## config.mk

```make
export PLATFORM = sky130hd
export DESIGN_NAME = clock_controlled_lfsr_stream_xor
export DESIGN_NICKNAME = d
export VERILOG_FILES = /design/src/rtl/ccl_pkg.sv /design/src/rtl/ccl_csr.sv /design/src/rtl/ccl_keygen.sv /design/src/rtl/clock_controlled_lfsr_stream_xor.sv
export SDC_FILE = /design/constraint.sdc
export NUM_CORES = 2
export LEC_CHECK = 0
export CELL_PAD_IN_SITES_DETAIL_PLACEMENT = 2
export CELL_PAD_IN_SITES_GLOBAL_PLACEMENT = 2
export CORE_MARGIN = 2
export CORE_UTILIZATION = 36
export CTS_CLUSTER_SIZE = 14
export DETAILED_ROUTE_END_ITERATION = 8
export DONT_BUFFER_PORTS = 1
export GPL_TIMING_DRIVEN = 0
export PLACE_DENSITY_LB_ADDON = 0.1
export SLEW_MARGIN = 40
export SYNTH_ARGS = -nofsm -noshare
export SYNTH_HDL_FRONTEND = slang
export SYNTH_SLANG_ARGS = --single-unit
```

## constraint.sdc

```tcl
create_clock -name clock -period 4.3 [get_ports clock]
set_clock_uncertainty 0.1 [all_clocks]
set_input_delay 0.215 -clock clock [delete_from_list [all_inputs] [get_ports clock]]
set_output_delay 0.215 -clock clock [all_outputs]
set_load 0.05 [all_outputs]
```

## src/rtl/ccl_pkg.sv

```systemverilog
// Shared types, register indexes and LFSR round functions for the keystream XOR block.
package ccl_pkg;

   localparam int unsigned LFSR_W    = 80;
   localparam int unsigned KEY_BYTES = 30;
   localparam int unsigned KEY_W     = KEY_BYTES * 8;
   localparam int unsigned CSR_IDX_W = 8;
   localparam int unsigned CSR_DAT_W = 64;
   localparam int unsigned KW3_W     = 48;
   localparam int unsigned ROUNDS    = 8;

   // Register indexes on the configuration port
   localparam logic [CSR_IDX_W-1:0] KEY_WORD_0 = CSR_IDX_W'(0);
   localparam logic [CSR_IDX_W-1:0] KEY_WORD_1 = CSR_IDX_W'(1);
   localparam logic [CSR_IDX_W-1:0] KEY_WORD_2 = CSR_IDX_W'(2);
   localparam logic [CSR_IDX_W-1:0] KEY_WORD_3 = CSR_IDX_W'(3);

   typedef logic [LFSR_W-1:0] lfsr_type;
   typedef logic [KEY_W-1:0]  key_type;

   typedef struct packed {
      lfsr_type a;
      lfsr_type b;
      lfsr_type c;
   } lfsr_state_type;

   // Control from the pipeline to the keystream generator
   typedef struct packed {
      logic advance;  // a transaction moves into the result register
      logic reload;   // that transaction starts a new message
   } ccl_ctl_type;

   // One step: OR the feedback into a tap position (bit 77 for A and B, bit 79 for C), then shift right
   function automatic lfsr_type step_a(lfsr_type x);
      lfsr_type t;
      t = x;
      t[77] = t[77] | (x[75] ^ x[6] ^ x[3] ^ x[1]);
      return {1'b0, t[LFSR_W-1:1]};
   endfunction

   function automatic lfsr_type step_b(lfsr_type x);
      lfsr_type t;
      t = x;
      t[77] = t[77] | (x[76] ^ x[6] ^ x[5] ^ x[2]);
      return {1'b0, t[LFSR_W-1:1]};
   endfunction

   function automatic lfsr_type step_c(lfsr_type x);
      lfsr_type t;
      t = x;
      t[79] = t[79] | (x[78] ^ x[4] ^ x[3] ^ x[2]);
      return {1'b0, t[LFSR_W-1:1]};
   endfunction

   // One clock-controlled round; A bits 2 and 77 gate the extra B and C steps
   function automatic lfsr_state_type round(lfsr_state_type s);
      lfsr_state_type r;
      lfsr_type b1;
      lfsr_type c1;
      b1  = s.a[2]  ? s.b : step_b(s.b);
      c1  = s.a[77] ? s.c : step_c(s.c);
      r.a = step_a(s.a);
      r.b = step_b(b1);
      r.c = step_c(c1);
      return r;
   endfunction

   // Ten key bytes from 'first', first byte most significant, top bit cleared
   function automatic lfsr_type load_reg(key_type key, int unsigned first);
      lfsr_type r;
      for (int unsigned j = 0; j < 10; j++) begin
         r[8*(9-j) +: 8] = key[8*(first+j) +: 8];
      end
      r[LFSR_W-1] = 1'b0;
      return r;
   endfunction

endpackage

```

## src/rtl/ccl_csr.sv

```systemverilog
// Key register file written through the configuration port.
module ccl_csr
   import ccl_pkg::*;
(
   input  logic                 clock,
   input  logic                 reset,
   input  logic                 csr_valid,
   output logic                 csr_ready,
   input  logic [CSR_IDX_W-1:0] csr_index,
   input  logic [CSR_DAT_W-1:0] csr_data,
   output key_type              key
);

   logic [CSR_DAT_W-1:0] kw0_ff, kw0_in;
   logic [CSR_DAT_W-1:0] kw1_ff, kw1_in;
   logic [CSR_DAT_W-1:0] kw2_ff, kw2_in;
   logic [KW3_W-1:0]     kw3_ff, kw3_in;

   assign csr_ready = 1'b1;

   // Decode the write; indexes past the last key word are dropped
   always_comb begin
      kw0_in = kw0_ff;
      kw1_in = kw1_ff;
      kw2_in = kw2_ff;
      kw3_in = kw3_ff;
      if (csr_valid) begin
         unique case (csr_index)
            KEY_WORD_0: kw0_in = csr_data;
            KEY_WORD_1: kw1_in = csr_data;
            KEY_WORD_2: kw2_in = csr_data;
            KEY_WORD_3: kw3_in = csr_data[KW3_W-1:0];
            default: ;
         endcase
      end
   end

   always_ff @(posedge clock) begin
      if (reset) begin
         kw0_ff <= '0;
         kw1_ff <= '0;
         kw2_ff <= '0;
         kw3_ff <= '0;
      end else begin
         kw0_ff <= kw0_in;
         kw1_ff <= kw1_in;
         kw2_ff <= kw2_in;
         kw3_ff <= kw3_in;
      end
   end

   // Byte k of the key sits at bits 8k+7..8k
   assign key = {kw3_ff, kw2_ff, kw1_ff, kw0_ff};

endmodule

```

## src/rtl/ccl_keygen.sv

```systemverilog
// LFSR state registers and eight unrolled rounds producing one keystream byte.
module ccl_keygen
   import ccl_pkg::*;
(
   input  logic        clock,
   input  logic        reset,
   input  ccl_ctl_type ctl,
   input  key_type     key,
   output logic [7:0]  ks_byte
);

   lfsr_state_type state_ff, state_in;
   lfsr_state_type start;
   lfsr_state_type chain [ROUNDS+1];

   // Reload from the key at the start of a message
   always_comb begin
      start.a = ctl.reload ? load_reg(key, 0)  : state_ff.a;
      start.b = ctl.reload ? load_reg(key, 10) : state_ff.b;
      start.c = ctl.reload ? load_reg(key, 20) : state_ff.c;
   end

   assign chain[0] = start;

   // Round i yields keystream bit 7-i, MSB first
   for (genvar i = 0; i < ROUNDS; i++) begin : g_round
      assign ks_byte[ROUNDS-1-i] = chain[i].b[0] ^ chain[i].c[0];
      assign chain[i+1]          = round(chain[i]);
   end

   assign state_in = ctl.advance ? chain[ROUNDS] : state_ff;

   always_ff @(posedge clock) begin
      if (reset) begin
         state_ff <= '0;
      end else begin
         state_ff <= state_in;
      end
   end

endmodule

```

## src/rtl/clock_controlled_lfsr_stream_xor.sv

```systemverilog
// A transaction accepted into the input register loads the result register once the result register is free.
// Throughput: one byte per cycle while the result is not stalled; the eight rounds run between the LFSR state
// register and the result register, so back-to-back bytes chain through the state.
// Reset clears the pipeline valids, the three LFSRs and all key registers to zero;
// until a first-of-message byte arrives the keystream is zero.
// Input and result stages are separate, so a byte is taken while a result waits if the input stage is empty.
module clock_controlled_lfsr_stream_xor
   import ccl_pkg::*;
(
   input  logic                 clock,
   input  logic                 reset,
   input  logic                 req_valid,
   output logic                 req_stall,
   input  logic [7:0]           req_data_in,
   input  logic                 req_first_of_message,
   output logic                 rsp_valid,
   input  logic                 rsp_stall,
   output logic [7:0]           rsp_data_out,
   input  logic                 csr_valid,
   output logic                 csr_ready,
   input  logic [CSR_IDX_W-1:0] csr_index,
   input  logic [CSR_DAT_W-1:0] csr_data
);

   logic        s1_valid_ff, s1_valid_in;
   logic [7:0]  s1_data_ff, s1_data_in;
   logic        s1_first_ff, s1_first_in;
   logic        rsp_valid_ff, rsp_valid_in;
   logic [7:0]  rsp_data_ff, rsp_data_in;
   logic        out_ready;
   logic        req_accept;
   logic [7:0]  ks_byte;
   key_type     key;
   ccl_ctl_type ctl;

   ccl_csr u_csr (
      .clock     (clock),
      .reset     (reset),
      .csr_valid (csr_valid),
      .csr_ready (csr_ready),
      .csr_index (csr_index),
      .csr_data  (csr_data),
      .key       (key)
   );

   ccl_keygen u_keygen (
      .clock   (clock),
      .reset   (reset),
      .ctl     (ctl),
      .key     (key),
      .ks_byte (ks_byte)
   );

   // Handshake: result register frees when empty or being taken
   assign out_ready   = !rsp_valid_ff || !rsp_stall;
   assign ctl.advance = s1_valid_ff && out_ready;
   assign ctl.reload  = s1_first_ff;
   assign req_stall   = s1_valid_ff && !out_ready;
   assign req_accept  = req_valid && !req_stall;

   // Input stage
   always_comb begin
      s1_valid_in = req_accept || (s1_valid_ff && !ctl.advance);
      s1_data_in  = req_accept ? req_data_in : s1_data_ff;
      s1_first_in = req_accept ? req_first_of_message : s1_first_ff;
   end

   // Result stage
   always_comb begin
      rsp_valid_in = ctl.advance || (rsp_valid_ff && rsp_stall);
      rsp_data_in  = ctl.advance ? (s1_data_ff ^ ks_byte) : rsp_data_ff;
   end

   always_ff @(posedge clock) begin
      if (reset) begin
         s1_valid_ff  <= 1'b0;
         rsp_valid_ff <= 1'b0;
      end else begin
         s1_valid_ff  <= s1_valid_in;
         rsp_valid_ff <= rsp_valid_in;
      end
   end

   always_ff @(posedge clock) begin
      s1_data_ff  <= s1_data_in;
      s1_first_ff <= s1_first_in;
      rsp_data_ff <= rsp_data_in;
   end

   assign rsp_valid    = rsp_valid_ff;
   assign rsp_data_out = rsp_data_ff;

   // No result comes out of reset
   a_reset_empty: assert property (@(posedge clock) $past(reset) |-> !rsp_valid)
      else $error("result valid right after reset");

   // A held input transaction is never dropped
   a_s1_hold: assert property (@(posedge clock) disable iff (reset)
      (s1_valid_ff && !ctl.advance) |=> s1_valid_ff)
      else $error("input stage lost a transaction");

   // Stall only when both stages are full and the result is blocked
   a_stall_cause: assert property (@(posedge clock) disable iff (reset)
      req_stall |-> (s1_valid_ff && rsp_valid_ff && rsp_stall))
      else $error("input stalled without a blocked result");

endmodule
```

### Word level (Yosys, flattened, before mapping)

Index checks and enable logic that the tools add are counted.

* bits in read-only memories: 0
* register bits: 494
* output and inout bits: 11
* memories kept: 0
* logic and storage cells: 199
* memory bits (writable): 0
* input port bits: 86
* bits in latches: 0

* mux-type cells: 14
* shifts and indexed selects: 0
* multiply operators: 0
* reduce and logical (&&, ||, !) cells: 18
* div/mod/pow operators: 0
* order comparisons: 0
* add/sub/neg operators: 0
* bitwise operators: 152
* equality and inequality tests: 3

Operators by type and width (number)
* $mux W79: 12
* $mux W80: 2
* $xor A1 B1 Y1: 128
* $or A1 B1 Y1: 19
* $eq A8 B2 Y1 const B: 2
* $eq A8 B1 Y1 const B: 1
* $logic_not A8 Y1: 1
* $reduce_and A2 Y1: 4
* $xor A8 B8 Y8: 1
* $logic_and A1 B1 Y1: 5
* $logic_not A1 Y1: 5
* $or A1 B1 Y1 const A: 4
* $logic_or A1 B1 Y1: 3

### Depth between registers and ports, before layout

* depth after elaboration: 73
* depth in mapped cells: 22
* depth with buffers taken out: 13

### Cells and area by module

A second synthesis with hierarchy kept.

* cell total of the unflattened synthesis: 3644
* area total of the unflattened synthesis: 32502.4 µm²

Modules (own cells, without submodules)
* ccl_keygen: seq. area each 4624.4 µm², times used 1, area each 22258.8 µm², cells each 2757
* ccl_csr: seq. area each 4804.6 µm², times used 1, area each 9576.7 µm², cells each 852
* clock_controlled_lfsr_stream_xor: seq. area each 550.5 µm², times used 1, area each 666.9 µm², cells each 35

### Worst setup path before layout

Ideal clock, no wire load.

* kind: flip-flop to flip-flop
* start point: register s1_first_ff
* end point: register u_keygen.state_ff[156] (netlist bit)
* arrival time: 4.220 ns
* slack: -0.136 ns
* clock period less this slack: 4.436 ns
* setup time: 0.116 ns
* buffers on the path: 2
* data required time: 4.084 ns
* cell stages (with the launch flop): 16
* cell sequence: edfxtp_1 -> buf_6 -> buf_8 -> mux2i_1 -> mux2_2 -> mux2_4 -> a222oi_1 -> nand2b_1 -> mux2i_1 -> or3_1 -> and2_1 -> xnor2_2 -> xnor2_4 -> xnor2_2 -> or4b_1 -> and4_1

* cells in the longest elaborated chain, start to end: 73
* elaborated cells between the ends (all ways): 74
* those cells by class: mux (10); bitwise (64)

RTL lines
* start, declared: line clock_controlled_lfsr_stream_xor.sv:27 `logic s1_first_ff, s1_first_in;`
* start signal, assigned: line clock_controlled_lfsr_stream_xor.sv:86 `s1_first_ff <= s1_first_in;`
* $mux W79: line ccl_keygen.sv:19 `start.b = ctl.reload ? load_reg(key, 10) : state_ff.b;`
* $xor A1 B1 Y1 (3 in series): line ccl_pkg.sv:44 `t[77] = t[77] | (x[76] ^ x[6] ^ x[5] ^ x[2]);`
* $or A1 B1 Y1: line ccl_pkg.sv:44
* $mux W80: line ccl_pkg.sv:60 `b1 = s.a[2] ? s.b : step_b(s.b);`
* $xor A1 B1 Y1 (3 in series): line ccl_pkg.sv:44
* $or A1 B1 Y1: line ccl_pkg.sv:44
* $xor A1 B1 Y1 (3 in series): line ccl_pkg.sv:44
* $or A1 B1 Y1: line ccl_pkg.sv:44
* [45 not listed]
* $mux W79: line ccl_pkg.sv:60
* $xor A1 B1 Y1 (3 in series): line ccl_pkg.sv:44
* $or A1 B1 Y1: line ccl_pkg.sv:44
* $xor A1 B1 Y1 (3 in series): line ccl_pkg.sv:44
* $or A1 B1 Y1: line ccl_pkg.sv:44
* $mux W79 (*): line ccl_pkg.sv:60
* $xor A1 B1 Y1 (3 in series): line ccl_pkg.sv:44
* $or A1 B1 Y1 (*): line ccl_pkg.sv:44
* end signal, assigned: line ccl_keygen.sv:37 `state_ff <= state_in;`
* end, declared: line ccl_keygen.sv:12 `lfsr_state_type state_ff, state_in;`

Every way passes the cells marked *; elsewhere a longest branch is shown, timed or not.
A chain may end at the register's enable or synchronous reset.

### Final worst setup path

Ends and elaborated chain as after synthesis.

==> impl_metrics.ini <==
[timing]
worst_slack_ns = -0.355
worstMarginPinSlew_ns = 0.940
finalCriticalPeriod_ns = 4.65
setup_viol = 17
grt_setup_unrepaired = yes
hold_viol = 0
maxSlewViolCount = 0
timing.fmax_mhz = 215
slew_headroom = 0.374
final.period_utilization = 1.08
holdWs_ns = 0.0991

[grt]
grt_use_total = 0.350
grt_pass1_vias = 32200
grt_max_degree = 18
antenna_found_initial = 25
grt-ovfl-total = 0
grt_first_pass_wirelength_microns = 224000

[cells_and_area]
fin_nets = 4085
fillers = 9116
multi_input_area_sq_um = 21100
drive_gt1_frac = 0.205
seqCellArea_sq_um = 9900
fin_cells = 5136
synthToLayoutAreaGrowth_pct = 25.4

[clock_network]
clock-sinks = 486
cts_buffers = 57
insertion_delay_ns = 0.64
clk_path_buf_depth = 3
cts_tree = yes
htree_levels = 2
cts_root_buf = clkbuf_16
clk_pin_slew_worst_paths_ns = 0.06

[yosys]
synth_area_sq_um = 30300
syn_inst = 3744
ys_types = 80
syn_area_per_cell_sq_um = 8.10
synth-seq-cells = 486
synth_edf_count = 17
synth_area_leaders = dfxtp_1 31%, mux2i_1 17%, nand2_1 7.3%, mux2_2 7.1%, nor2_1 5.8%
synth_top_area_frac = 0.310
yosysTopAreaCell = dfxtp_1
ys_async_sr_fraction = 0
ys_warn_count = 0
synth_ff_type = dfxtp_1
postSynthNetCount = 3830
synth_seq_area_share = 0.327

[route]
ant_nets = 0
avgViaCountPerCell = 6.06
routed_wirelength_microns = 160000
via_count = 31100
route.detailed.drc = 0
post_drt_wl_per_cell_microns = 31.2
drt_iter0_markers = 2121
drtPass1Iterations = 5

[status]
status = finished with violations
violations = negative setup slack

[floorplanning]
num_rows = 106
core_area_sq_um = 83600
io_pins = 97
dieArea_sq_um = 86500
die_y_microns = 294
start_util = 0.363
chipWidth_microns = 294

[power_and_ir_drop]
power_density_nw_per_um2 = 378
ir_drop_uv = 303
power_leakage_nw = 12.9

[critical_path]
arrival_ns = 5.08
critical_path_class = register to register
critPathLaunchType = register
worstPathRequired_ns = 4.73
cp_max_fo = 9
end_kind = register

[placed_design]
hpwl_microns = 117000
io_buffers = 0
place.gp.congestion = 0.937
place_inst = 4827

[worst_hold_path]
holdCritPathClass = primary input to register

[job]
maxCapViolations = 0
==> timing repair <==
item	4_1_cts	5_1_grt
setup buffers	45	74
pin swaps	32	64
resized for setup	315	297
gates cloned	2	1
hold buffers	78	0
hold endpoints to repair	256	0
setup endpoints to repair	234	76
==> critical path, cell delays in order, from the launching register on <==
cell and delay (ns):
edfxtp_1 0.38, buf_6 0.14, buf_4 0.14, mux2i_4 0.48, nor3_2 0.12, mux2i_2 0.24
and3_4 0.25, mux2_4 0.34, xnor2_4 0.25, mux2i_2 0.30, or2_4 0.19, xor3_2 0.50
xnor2_4 0.28, xnor2_4 0.12, or4b_1 0.50, and4_1 0.20
==> state kept, by name (all words and copies together) (netlist names) <==
register / count
u_csr.kw1_ff: 62
rsp_data_out: 8
u_csr.kw3_ff: 48
s1_data_ff: 8
u_keygen.state_ff: 231
u_csr.kw2_ff: 63
rsp_valid: 1
s1_valid_ff: 1
s1_first_ff: 1
u_csr.kw0_ff: 63
==> logic make-up after synthesis <==
kind of cell    share of synthesized area
other cells                      0.000124
xor+xnor                           0.0462
buf+inv                            0.0450
mux                                 0.249
simple gates                        0.182
flops                               0.327
compound gates                      0.151
==> metal layers <==
metal	vias to the layer above	global-route usage	wire (microns)
met5	-	0	107
met4	18	0.105	6020
met3	306	0.0504	9950
met2	992	0.570	73400
met1	16000	0.479	71000
li1	13800	-	-
==> through the flow <==
step	setup slack (ns)	power [mW]	utilization	setup TNS (ns)	area (sq um)
floorplan	0.00175	6.94	-	0	30300
global placement	-3.47	7.83	0.379	-485.21	31700
detailed placement	-2.47	7.91	0.381	-332.17	31800
CTS	-0.305	13.8	0.433	-1.01	36100
global route	-0.418	14.8	0.455	-4.41	38000
finish	-0.355	14.4	0.455	-1.86	38000
==> final timing paths <==
| kind | start | to | slack (ns) | cells after the start |
|---|---|---|---|---|
| max | s1_first_ff | u_keygen.state_ff[156] | -0.35 | 15 |
| min | csr_index[3] | u_csr.kw2_ff[14] | 0.1 | 6 |
| max reg2reg | s1_first_ff | u_keygen.state_ff[156] | -0.35 | 15 |
| min reg2reg | u_csr.kw1_ff[4] | u_csr.kw1_ff[4] | 0.36 | 2 |
==> placed cells by master, fill, tap and decap left out, types with 28 or more instances in the layout <==
cell type	synthesis	layout
clkbuf_1	242	181
mux2_4	5	32
nor3_1	45	35
buf_1	71	28
mux2_2	190	163
clkbuf_16	0	59
nor2_1	469	457
nand2_1	589	582
dlygate4sd3_1	0	78
o21ai_0	68	31
a211oi_1	152	141
or3_1	74	72
clkbuf_2	0	39
a311oi_1	67	64
o211ai_1	29	29
mux2i_4	1	45
nand3_1	95	93
dfxtp_1	469	467
buf_4	4	116
mux2i_2	6	60
mux2i_1	522	424
a21oi_1	312	287
xor2_1	38	28
clkbuf_4	0	30
xnor2_1	99	79
==> cells in the mapped netlist (all sizes together), types with 9 or more instances <==
master	n
a211oi	153
a21oi	313
a22oi	9
a311oi	67
buf	96
clkbuf	242
dfxtp	469
edfxtp	17
mux2	195
mux2i	529
nand2	589
nand3	95
nor2	469
nor3	45
o211ai	29
o21ai	69
o22ai	15
or3	75
xnor2	103
xor2	38
==> report_power, final <==
| part | leakage, nW | switching [mW] | internal [mW] |
|---|---|---|---|
| logic | 7.93 | 2.46 | 1.76 |
| registers | 3.98 | 0.214 | 4.72 |
| clock network | 0.966 | 2.15 | 3.06 |
| total | 12.9 | 4.82 | 9.54 |
==> layout make-up <==
class | instances | area share
multi-input combinational | 2917 | 0.554
sequential | 486 | 0.260
timing repair buffer | 202 | 0.0504
buffer | 332 | 0.0471
clock buffer | 78 | 0.0428
tap | 1080 | 0.0355
clock inverter | 28 | 0.00879
antenna | 10 | 0.000658
inverter | 3 | 0.000362
Power figures use the tool's default switching activity.
